`config.mk`:
```
export PLATFORM = sky130hd
export DESIGN_NAME = json_string_literal_decoder
export DESIGN_NICKNAME = d
export VERILOG_FILES = /design/src/jsld_pkg.sv /design/src/jsld_step.sv /design/src/json_string_literal_decoder.sv
export SDC_FILE = /design/constraint.sdc
export NUM_CORES = 1
export LEC_CHECK = 0
export BUFFER_PORTS_ARGS = -buffer_cell sky130_fd_sc_hd__buf_4
export CAP_MARGIN = 5
export CELL_PAD_IN_SITES_DETAIL_PLACEMENT = 1
export CELL_PAD_IN_SITES_GLOBAL_PLACEMENT = 1
export CORE_MARGIN = 8
export CORE_UTILIZATION = 35
export CTS_CLUSTER_DIAMETER = 100
export CTS_CLUSTER_SIZE = 14
export DETAILED_ROUTE_END_ITERATION = 6
export HOLD_SLACK_MARGIN = 0.08
export PLACE_DENSITY_LB_ADDON = 0.1
export SLEW_MARGIN = 30
export SYNTH_ARGS = -nofsm -noshare
export SYNTH_HDL_FRONTEND = slang
export SYNTH_SLANG_ARGS = --single-unit
```
`constraint.sdc`:
```
create_clock -name i_clk -period 22.2 [get_ports i_clk]
set_clock_uncertainty 0.05 [all_clocks]
set_input_delay 2.22 -clock i_clk [delete_from_list [all_inputs] [get_ports i_clk]]
set_output_delay 2.22 -clock i_clk [all_outputs]
set_load 0.1 [all_outputs]
```
`src/jsld_pkg.sv`:
```
// Shared types, constants and helper functions of the JSON string literal decoder.
// Used by jsld_step and json_string_literal_decoder; depends on nothing else.
package jsld_pkg;

    localparam int LENGTH_BITS_DEF = 24;
    localparam int LEN_W           = 24;
    localparam int CFG_W           = 24;
    localparam int MAX_RESULTS     = 4;
    localparam int RES_CNT_W       = 3;
    localparam int RES_IDX_W       = 2;

    localparam logic [CFG_W-1:0] MAX_BYTES_RESET = 24'd65535;

    // Source characters that steer the decoder.
    localparam logic [7:0] CH_QUOTE   = 8'h22;
    localparam logic [7:0] CH_BSLASH  = 8'h5c;
    localparam logic [7:0] CH_SLASH   = 8'h2f;
    localparam logic [7:0] CH_LOW_B   = 8'h62;
    localparam logic [7:0] CH_LOW_F   = 8'h66;
    localparam logic [7:0] CH_LOW_N   = 8'h6e;
    localparam logic [7:0] CH_LOW_R   = 8'h72;
    localparam logic [7:0] CH_LOW_T   = 8'h74;
    localparam logic [7:0] CH_LOW_U   = 8'h75;
    localparam logic [7:0] CH_CTRL_LIM = 8'h20;
    localparam logic [7:0] CH_BS      = 8'h08;
    localparam logic [7:0] CH_FF      = 8'h0c;
    localparam logic [7:0] CH_LF      = 8'h0a;
    localparam logic [7:0] CH_CR      = 8'h0d;
    localparam logic [7:0] CH_TAB     = 8'h09;

    typedef enum logic [2:0] {
        M_IDLE    = 3'd0,
        M_BODY    = 3'd1,
        M_ESC     = 3'd2,
        M_HEX     = 3'd3,
        M_WANT_BS = 3'd4,
        M_WANT_U  = 3'd5,
        M_LOW_HEX = 3'd6
    } t_mode;

    typedef enum logic [2:0] {
        ST_OK       = 3'd0,
        ST_NO_QUOTE = 3'd1,
        ST_CONTROL  = 3'd2,
        ST_UNTERM   = 3'd3,
        ST_BAD_ESC  = 3'd4,
        ST_BAD_HEX  = 3'd5,
        ST_UTF8     = 3'd6,
        ST_TOO_LONG = 3'd7
    } t_status;

    typedef enum logic {
        OP_BYTE = 1'b0,
        OP_END  = 1'b1
    } t_op;

    typedef enum logic {
        K_BYTE   = 1'b0,
        K_STATUS = 1'b1
    } t_kind;

    // Running UTF-8 validator.
    typedef struct packed {
        logic [1:0]  need;
        logic [1:0]  lead;
        logic [20:0] point;
        logic        bad;
    } t_utf;

    // Per-string decoder context, byte count excluded.
    typedef struct packed {
        t_mode       mode;
        logic [1:0]  hex_cnt;
        logic [15:0] hex_val;
        logic [9:0]  high;
        t_utf        utf;
        logic        too_long;
    } t_ctx;

    localparam t_ctx CTX_CLEAR = '{
        mode: M_IDLE, hex_cnt: 2'd0, hex_val: 16'd0, high: 10'd0,
        utf: '{need: 2'd0, lead: 2'd0, point: 21'd0, bad: 1'b0},
        too_long: 1'b0
    };

    typedef struct packed {
        t_kind             kind;
        logic [7:0]        data;
        t_status           status;
        logic [LEN_W-1:0]  length;
    } t_result;

    typedef struct packed {
        logic [RES_CNT_W-1:0] n;
        logic [3:0][7:0]      b;
    } t_enc;

    function automatic t_utf utf_step(t_utf s, logic [7:0] b);
        t_utf r;
        r = s;
        if (!s.bad) begin
            if (s.need != 2'd0) begin
                if (b[7:6] != 2'b10) begin
                    r.bad = 1'b1;
                end else begin
                    r.point = {s.point[14:0], b[5:0]};
                    r.need  = s.need - 2'd1;
                    if (r.need == 2'd0) begin
                        if (r.point >= 21'h00d800 && r.point <= 21'h00dfff) r.bad = 1'b1;
                        if (s.lead == 2'd2 && r.point < 21'h000800) r.bad = 1'b1;
                        if (s.lead == 2'd3 && r.point < 21'h010000) r.bad = 1'b1;
                        if (r.point > 21'h10ffff) r.bad = 1'b1;
                    end
                end
            end else if (b[7]) begin
                if (b[7:5] == 3'b110) begin
                    r.point = {16'd0, b[4:0]};
                    // Leads 0xC0 and 0xC1 can only start an overlong form.
                    if (b[4:1] == 4'd0) begin
                        r.bad = 1'b1;
                    end else begin
                        r.need = 2'd1;
                        r.lead = 2'd1;
                    end
                end else if (b[7:4] == 4'b1110) begin
                    r.point = {17'd0, b[3:0]};
                    r.need  = 2'd2;
                    r.lead  = 2'd2;
                end else if (b[7:3] == 5'b11110) begin
                    r.point = {18'd0, b[2:0]};
                    r.need  = 2'd3;
                    r.lead  = 2'd3;
                end else begin
                    r.bad = 1'b1;
                end
            end
        end
        return r;
    endfunction

    function automatic t_enc utf8_encode(logic [20:0] cp);
        t_enc e;
        e.n = 3'd0;
        e.b = '0;
        if (cp <= 21'h00007f) begin
            e.n    = 3'd1;
            e.b[0] = cp[7:0];
        end else if (cp <= 21'h0007ff) begin
            e.n    = 3'd2;
            e.b[0] = {3'b110, cp[10:6]};
            e.b[1] = {2'b10, cp[5:0]};
        end else if (cp <= 21'h00ffff) begin
            e.n    = 3'd3;
            e.b[0] = {4'b1110, cp[15:12]};
            e.b[1] = {2'b10, cp[11:6]};
            e.b[2] = {2'b10, cp[5:0]};
        end else begin
            e.n    = 3'd4;
            e.b[0] = {5'b11110, cp[20:18]};
            e.b[1] = {2'b10, cp[17:12]};
            e.b[2] = {2'b10, cp[11:6]};
            e.b[3] = {2'b10, cp[5:0]};
        end
        return e;
    endfunction

    // Returns {valid, value}.
    function automatic logic [4:0] hex_digit(logic [7:0] h);
        logic [7:0] t;
        t = 8'd0;
        if (h >= 8'h30 && h <= 8'h39) begin
            t = h - 8'h30;
            return {1'b1, t[3:0]};
        end else if (h >= 8'h61 && h <= 8'h66) begin
            t = h - 8'h57;
            return {1'b1, t[3:0]};
        end else if (h >= 8'h41 && h <= 8'h46) begin
            t = h - 8'h37;
            return {1'b1, t[3:0]};
        end
        return 5'd0;
    endfunction

endpackage

```
`src/jsld_step.sv`:
```
// One-beat decode step: next context, byte count and result group for one source beat.
// Purely combinational; depends on jsld_pkg.
module jsld_step #(
    parameter int LENGTH_BITS = jsld_pkg::LENGTH_BITS_DEF
) (
    input  jsld_pkg::t_ctx                        i_ctx,
    input  logic [LENGTH_BITS-1:0]                i_count,
    input  logic [jsld_pkg::CFG_W-1:0]            i_max,
    input  logic                                  i_op,
    input  logic [7:0]                            i_byte,
    output jsld_pkg::t_ctx                        o_ctx,
    output logic [LENGTH_BITS-1:0]                o_count,
    output jsld_pkg::t_result [jsld_pkg::MAX_RESULTS-1:0] o_res,
    output logic [jsld_pkg::RES_CNT_W-1:0]        o_res_cnt
);
    import jsld_pkg::*;

    localparam int SUM_W = LENGTH_BITS + 1;
    localparam int CMP_W = (SUM_W > CFG_W) ? SUM_W : CFG_W;

    t_ctx                  pre;
    logic                  emit_st;
    t_status               st_code;
    logic                  st_zero_len;
    logic                  emit_raw;
    logic [7:0]            raw_byte;
    logic                  emit_cp;
    logic [20:0]           cp;
    logic                  open_str;
    logic [4:0]            hexd;
    logic [15:0]           hv_new;
    t_enc                  enc;
    logic [3:0][7:0]       bytes;
    logic [RES_CNT_W-1:0]  nbytes;
    t_utf                  utf_chain;
    logic [SUM_W-1:0]      sum;
    logic                  sat;
    logic [LENGTH_BITS-1:0] cnt_new;
    logic                  tl_new;

    assign hexd   = hex_digit(i_byte);
    assign hv_new = {i_ctx.hex_val[11:0], hexd[3:0]};
    assign enc    = utf8_encode(cp);

    // Next mode and the decision of what this beat produces.
    always_comb begin
        pre         = i_ctx;
        emit_st     = 1'b0;
        st_code     = ST_OK;
        st_zero_len = 1'b0;
        emit_raw    = 1'b0;
        raw_byte    = i_byte;
        emit_cp     = 1'b0;
        cp          = 21'd0;
        open_str    = 1'b0;
        if (i_op == OP_END) begin
            emit_st = 1'b1;
            unique case (i_ctx.mode)
                M_IDLE: begin
                    st_code     = ST_NO_QUOTE;
                    st_zero_len = 1'b1;
                end
                M_BODY, M_ESC: st_code = ST_UNTERM;
                M_HEX:         st_code = ST_BAD_HEX;
                default:       st_code = ST_UTF8;
            endcase
        end else begin
            unique case (i_ctx.mode)
                M_BODY: begin
                    if (i_byte == CH_QUOTE) begin
                        emit_st = 1'b1;
                        if (i_ctx.utf.bad || i_ctx.utf.need != 2'd0) begin
                            st_code = ST_UTF8;
                        end else if (i_ctx.too_long) begin
                            st_code = ST_TOO_LONG;
                        end else begin
                            st_code = ST_OK;
                        end
                    end else if (i_byte == CH_BSLASH) begin
                        pre.mode = M_ESC;
                    end else if (i_byte < CH_CTRL_LIM) begin
                        emit_st = 1'b1;
                        st_code = ST_CONTROL;
                    end else begin
                        emit_raw = 1'b1;
                    end
                end
                M_ESC: begin
                    pre.mode = M_BODY;
                    unique case (i_byte)
                        CH_QUOTE, CH_BSLASH, CH_SLASH: emit_raw = 1'b1;
                        CH_LOW_B: begin emit_raw = 1'b1; raw_byte = CH_BS;  end
                        CH_LOW_F: begin emit_raw = 1'b1; raw_byte = CH_FF;  end
                        CH_LOW_N: begin emit_raw = 1'b1; raw_byte = CH_LF;  end
                        CH_LOW_R: begin emit_raw = 1'b1; raw_byte = CH_CR;  end
                        CH_LOW_T: begin emit_raw = 1'b1; raw_byte = CH_TAB; end
                        CH_LOW_U: begin
                            pre.mode    = M_HEX;
                            pre.hex_cnt = 2'd0;
                            pre.hex_val = 16'd0;
                        end
                        default: begin
                            emit_st = 1'b1;
                            st_code = ST_BAD_ESC;
                        end
                    endcase
                end
                M_HEX, M_LOW_HEX: begin
                    if (!hexd[4]) begin
                        emit_st = 1'b1;
                        st_code = (i_ctx.mode == M_HEX) ? ST_BAD_HEX : ST_UTF8;
                    end else begin
                        pre.hex_val = hv_new;
                        if (i_ctx.hex_cnt != 2'd3) begin
                            pre.hex_cnt = i_ctx.hex_cnt + 2'd1;
                        end else begin
                            pre.hex_cnt = 2'd0;
                            if (i_ctx.mode == M_HEX) begin
                                if (hv_new[15:10] == 6'b110110) begin
                                    pre.high = hv_new[9:0];
                                    pre.mode = M_WANT_BS;
                                end else if (hv_new[15:10] == 6'b110111) begin
                                    emit_st = 1'b1;
                                    st_code = ST_UTF8;
                                end else begin
                                    pre.mode = M_BODY;
                                    emit_cp  = 1'b1;
                                    cp       = {5'd0, hv_new};
                                end
                            end else begin
                                if (hv_new[15:10] != 6'b110111) begin
                                    emit_st = 1'b1;
                                    st_code = ST_UTF8;
                                end else begin
                                    pre.mode = M_BODY;
                                    emit_cp  = 1'b1;
                                    cp = 21'h010000 + {1'b0, i_ctx.high, hv_new[9:0]};
                                end
                            end
                        end
                    end
                end
                M_WANT_BS: begin
                    if (i_byte == CH_BSLASH) begin
                        pre.mode = M_WANT_U;
                    end else begin
                        emit_st = 1'b1;
                        st_code = ST_UTF8;
                    end
                end
                M_WANT_U: begin
                    if (i_byte == CH_LOW_U) begin
                        pre.mode    = M_LOW_HEX;
                        pre.hex_cnt = 2'd0;
                        pre.hex_val = 16'd0;
                    end else begin
                        emit_st = 1'b1;
                        st_code = ST_UTF8;
                    end
                end
                default: begin
                    if (i_byte == CH_QUOTE) begin
                        open_str = 1'b1;
                    end else begin
                        emit_st     = 1'b1;
                        st_code     = ST_NO_QUOTE;
                        st_zero_len = 1'b1;
                    end
                end
            endcase
        end
    end

    // Emitted bytes, validator, length accounting and the result group.
    always_comb begin
        bytes  = '0;
        nbytes = '0;
        if (emit_raw) begin
            bytes[0] = raw_byte;
            nbytes   = 3'd1;
        end else if (emit_cp) begin
            bytes  = enc.b;
            nbytes = enc.n;
        end

        utf_chain = pre.utf;
        for (int i = 0; i < MAX_RESULTS; i++) begin
            if (RES_CNT_W'(i) < nbytes) begin
                utf_chain = utf_step(utf_chain, bytes[i]);
            end
        end

        // Counts only grow, so checking the final count covers every byte of the beat.
        sum     = {1'b0, i_count} + SUM_W'(nbytes);
        sat     = sum[LENGTH_BITS];
        cnt_new = sat ? {LENGTH_BITS{1'b1}} : sum[LENGTH_BITS-1:0];
        tl_new  = pre.too_long
                  | ((nbytes != '0) && (sat || (CMP_W'(cnt_new) > CMP_W'(i_max))));

        if (emit_st || open_str) begin
            o_ctx      = CTX_CLEAR;
            o_ctx.mode = open_str ? M_BODY : M_IDLE;
            o_count    = '0;
        end else begin
            o_ctx          = pre;
            o_ctx.utf      = utf_chain;
            o_ctx.too_long = tl_new;
            o_count        = cnt_new;
        end

        for (int i = 0; i < MAX_RESULTS; i++) begin
            o_res[i] = '{kind: K_BYTE, data: bytes[i], status: ST_OK, length: '0};
        end
        if (emit_st) begin
            o_res[0] = '{kind: K_STATUS, data: 8'd0, status: st_code,
                         length: st_zero_len ? '0 : LEN_W'(i_count)};
            o_res_cnt = 3'd1;
        end else begin
            o_res_cnt = nbytes;
        end
    end

endmodule

```
`src/json_string_literal_decoder.sv`:
```
// Top level of the JSON string literal decoder: context registers, result buffer, ports.
// Depends on jsld_pkg and jsld_step.

// Feed the raw bytes of one JSON string literal, starting at its opening quote, one
// beat per cycle; a beat with i_op high marks the end of input. Each beat is decoded
// in the cycle it is accepted and its results (zero to four: decoded UTF-8 bytes, or
// one final status) land in a four-entry result buffer that drains one beat per cycle
// while i_out_stall is low. A new beat is taken while the last result of the previous
// one leaves, so the single output port sets the pace: input stalls until every result
// of the current beat has gone out. The final status carries a code and the
// decoded length; bytes already passed on for a string whose status is not zero must
// be discarded downstream. The length limit is written over the configuration channel,
// which is always ready and should be used only while no beat is in flight.
module json_string_literal_decoder #(
    parameter int LENGTH_BITS = jsld_pkg::LENGTH_BITS_DEF
) (
    input  logic                            i_clk,
    input  logic                            i_rst_n,
    input  logic                            i_in_valid,
    output logic                            o_in_stall,
    input  logic                            i_op,
    input  logic [7:0]                      i_in_byte,
    output logic                            o_out_valid,
    input  logic                            i_out_stall,
    output logic                            o_kind,
    output logic [7:0]                      o_out_byte,
    output logic [2:0]                      o_status,
    output logic [jsld_pkg::LEN_W-1:0]      o_length,
    output logic                            o_last,
    input  logic                            i_cfg_valid,
    output logic                            o_cfg_ready,
    input  logic [jsld_pkg::CFG_W-1:0]      i_cfg_max_string_bytes
);
    import jsld_pkg::*;

    t_ctx                              r_ctx;
    logic [LENGTH_BITS-1:0]            r_count;
    logic [CFG_W-1:0]                  r_max;
    t_result [MAX_RESULTS-1:0]         r_res;
    logic [RES_CNT_W-1:0]              r_res_cnt;
    logic [RES_IDX_W-1:0]              r_res_idx;

    t_ctx                              n_ctx;
    logic [LENGTH_BITS-1:0]            n_count;
    t_result [MAX_RESULTS-1:0]         n_res;
    logic [RES_CNT_W-1:0]              n_res_cnt;

    t_result                           cur;
    logic                              out_fire;
    logic                              in_accept;

    jsld_step #(
        .LENGTH_BITS(LENGTH_BITS)
    ) u_step (
        .i_ctx     (r_ctx),
        .i_count   (r_count),
        .i_max     (r_max),
        .i_op      (i_op),
        .i_byte    (i_in_byte),
        .o_ctx     (n_ctx),
        .o_count   (n_count),
        .o_res     (n_res),
        .o_res_cnt (n_res_cnt)
    );

    assign cur         = r_res[r_res_idx];
    assign o_out_valid = (r_res_cnt != '0);
    assign o_last      = ({1'b0, r_res_idx} == (r_res_cnt - 3'd1));
    assign o_kind      = cur.kind;
    assign o_out_byte  = cur.data;
    assign o_status    = cur.status;
    assign o_length    = cur.length;
    assign o_cfg_ready = 1'b1;

    assign out_fire   = o_out_valid && !i_out_stall;
    // The buffer frees up in the same cycle its last result beat leaves.
    assign o_in_stall = o_out_valid && !(out_fire && o_last);
    assign in_accept  = i_in_valid && !o_in_stall;

    always_ff @(posedge i_clk) begin
        if (!i_rst_n) begin
            r_ctx     <= CTX_CLEAR;
            r_count   <= '0;
            r_max     <= MAX_BYTES_RESET;
            r_res_cnt <= '0;
            r_res_idx <= '0;
        end else begin
            if (i_cfg_valid && o_cfg_ready) begin
                r_max <= i_cfg_max_string_bytes;
            end
            if (in_accept) begin
                r_ctx     <= n_ctx;
                r_count   <= n_count;
                r_res_cnt <= n_res_cnt;
                r_res_idx <= '0;
            end else if (out_fire) begin
                if (o_last) begin
                    r_res_cnt <= '0;
                    r_res_idx <= '0;
                end else begin
                    r_res_idx <= r_res_idx + 2'd1;
                end
            end
        end
    end

    always_ff @(posedge i_clk) begin
        if (in_accept) begin
            r_res <= n_res;
        end
    end

endmodule
```
==> key figures <==
Logic synthesis
  – Mapped Avg Cell Area: 8.697 sq um
  – Post-Syn Area: 0.01068 sq mm
  – Syn_nets: 1310
  – #FFs+latches synth: 158
  – Ys flop type: dfxtp_1
  – Seq/Total Area, Yosys: 34.96%
  – Number of flops mapped to enable cells by yosys: 57
  – Synth cell types: 101
  – Synth async-reset ratio: 0%
  – Synth Instances: 1228
  – YS warnings: 0

Route
  – Routed len/inst: 22.83 microns
  – DRT antenna net count: 0
  – Met2 Routed Length: 18110 microns
  – DR top layer: met4
  – Vias post-DR: 9729
  – TritonRoute pass-1 iters: 5
  – Met3 routed WL: 1655 microns
  – WL met1: 17530 microns
  – Via/cell ratio: 5.822
  – Routed WL: 38150 microns
  – Iter 0 DRT Violations: 562
  – Number of remaining DRC errors: 0

Clocking
  – Worst-Skew Late Latency: 0.44 ns
  – CTS root buf: clkbuf_16
  – H-tree levels: 4
  – Reg clk slew, reported paths: 0.07 ns
  – CTS Buf Count: 17
  – CTS Sinks: 158
  – Postcts setup bufs: 0
  – CTS hold repair buffers: 0
  – CTS max path bufs: 2
  – TritonCTS clock tree: built
  – Post-CTS resize count: 0

Critical path
  – Critical Path RT: 22.48 ns
  – Setup CP Type: input port to flop
  – Endpoint class of the critical path: flop
  – Max incr delay on CP: 0.58 ns
  – Crit path top cell by count: ha_1
  – Worst Setup SP: i_in_byte[0]
  – Startpoint Class: input port
  – R2R Path Start: r_ctx[56]
  – Worst endpoint data arrival time: 10.07 ns
  – Critical path's slowest cell: a311oi_4
  – CP Max Fanout: 22

Timing
  – Final hold violation count: 0
  – Post-Route Setup TNS: 0 ns
  – Period minus WS final: 9.789 ns
  – Slew Limit Headroom: 36.78%
  – F_max: 0.1022 GHz
  – Setup violators final: 0
  – Least-Margin Pin Slew: 0.9457 ns
  – RSZ-0062 raised after global routing: no
  – Slew Limit Fails: 0
  – Hold WS: 0.4306 ns
  – Period utilisation layout: 44.09%

GRT
  – Total congestion overflow: 0
  – GRT Total Usage: 20.95%
  – First-pass GRT wire length: 59630 microns
  – Largest net degree at the start of global routing: 64
  – Initial antenna violation count: 0
  – Vias in the first global route: 9963

Floorplanning
  – DIE AREA: 0.03636 sq mm
  – Placeable Area: 0.03035 sq mm
  – Site Rows: 64
  – Die H: 190.7 microns
  – IO Count: 78
  – Die span in x: 190.7 microns
  – Initial core utilization: 35.19%

Cells and area
  – Non-filler cells, final: 1671
  – Cell area after layout: 0.01220 sq mm
  – Layout cell share with drive strength beyond 1: 13.73%
  – Diode count: 0
  – Commonest non-fill, non-tap cells in the layout: 102 x nand2_1, 101 x dfxtp_1, 90 x buf_4, 68 x a21oi_1, 65 x inv_1
  – Net count, final: 1344
  – Commonest non-fill, non-tap cell in the layout: nand2_1
  – Area Overhead vs Synth: 14.23%

Placed design
  – DP Area: 0.01155 sq mm
  – Final HPWL DP: 28680 microns
  – Inst Count DP: 1639
  – Port bufs: 76
  – Placer Congestion: 0.9087

Min path
  – Hold WC Path Type: flop to flop
  – Worst hold start: r_res_cnt[1]

Power and ir drop
  – P_leak: 4.738 nW
  – VDD IR max: 0.04893 mV
  – Pwr per Cell Area: 61.17 mW/mm^2

Job
  – Max Cap Viol: 0

Status
  – Status: finished clean
==> synthesized netlist by cell type, types with 6 or more instances <==
cell,n,area share [%]
o211ai_1,23,1.6
xnor2_1,18,1.5
o21ai_0,58,2.7
nand3b_1,8,0.56
and3_1,20,1.2
clkbuf_1,51,1.8
and2_1,63,3.7
nand2_1,102,3.6
a31oi_1,17,1.0
nor3b_1,8,0.56
a22oi_1,19,1.3
nor3_1,27,1.3
a32oi_1,6,0.49
nor2_1,66,2.3
mux2i_1,36,3.4
or2_2,6,0.35
xor2_1,7,0.57
or3_1,9,0.53
edfxtp_1,57,16
nand2b_1,16,0.94
a22o_1,34,2.8
o31ai_1,12,0.84
nor4_1,8,0.47
mux4_2,7,1.5
nand4_1,18,1.1
mux2_2,6,0.63
ha_1,43,5.0
o22ai_1,10,0.59
buf_2,17,0.80
a21oi_1,68,3.2
inv_1,65,2.3
dfxtp_1,101,19
nor2b_1,47,2.8
o21ai_1,8,0.37
nand3_1,25,1.2
and4_1,6,0.49
a21o_1,10,0.70
==> layer usage <==
layer	up-vias	GRT usage, %
met5	-	0
met2	233	34.82
met1	4835	27.75
met3	59	2.908
met4	0	6.504
li1	4602	-
==> kinds of logic after synthesis <==
kind of cell,count (synthesis),share of synthesized area (%)
mux,49,5.483
fa+ha+maj,44,5.225
buf+inv,144,5.436
compound gates,352,23.45
other cells,1,0.03511
xor+xnor,25,2.050
flops,158,34.96
simple gates,455,23.36
==> worst max-delay path, delay by kind of cell <==
family	cells	cell delay (ns)
simple gates	10	2.77
compound gates	9	2.44
fa+ha+maj	4	1.04
buf+inv	6	0.93
mux	1	0.34
xor+xnor	1	0.29
==> flip-flops by register name, summed over array words and instances (netlist names) <==
register / flops
r_max: 24
r_ctx: 48
r_res_idx: 2
r_count: 24
r_res: 57
r_res_cnt: 3
==> layout make-up <==
cell class | instances | area (sq um)
Clock inverter | 12 | 178.9
Fill cell | 3579 | 18150
Sequential cell | 158 | 3734
Tap cell | 396 | 495.5
Inverter | 68 | 255.2
Multi-Input combinational cell | 926 | 6382
Timing Repair Buffer | 91 | 686.9
Clock buffer | 20 | 467.9
==> worst paths after layout <==
kind                                     end  slack (ns)  cells past startpoint
worst min-delay path            r_res_cnt[1]        0.43                      2
worst min register to register  r_res_cnt[1]        0.43                      2
worst max register to register      r_ctx[2]       13.65                     29
worst max-delay path                r_ctx[2]       12.41                     31
==> stage by stage <==
step | utilization [%] | total power, mW | worst slack [ns]
2_1_floorplan | - | 0.3948 | 13.43
3_3_place_gp | 38.02 | 0.4244 | 12.08
3_5_place_dp | 38.07 | 0.4257 | 12.01
4_1_cts | 40.20 | 0.7544 | 12.45
5_1_grt | 40.20 | 0.7739 | 11.85
6_report | 40.20 | 0.7463 | 12.41
==> where the power goes <==
part	leakage (nW)	total, mW	internal (mW)	switching (mW)
registers	1.38	0.314	0.309	0.00428
clock network	0.310	0.328	0.199	0.129
logic	3.05	0.105	0.0275	0.0771
total	4.74	0.746	0.536	0.211
No activity file was read; power rests on OpenSTA's default activity.
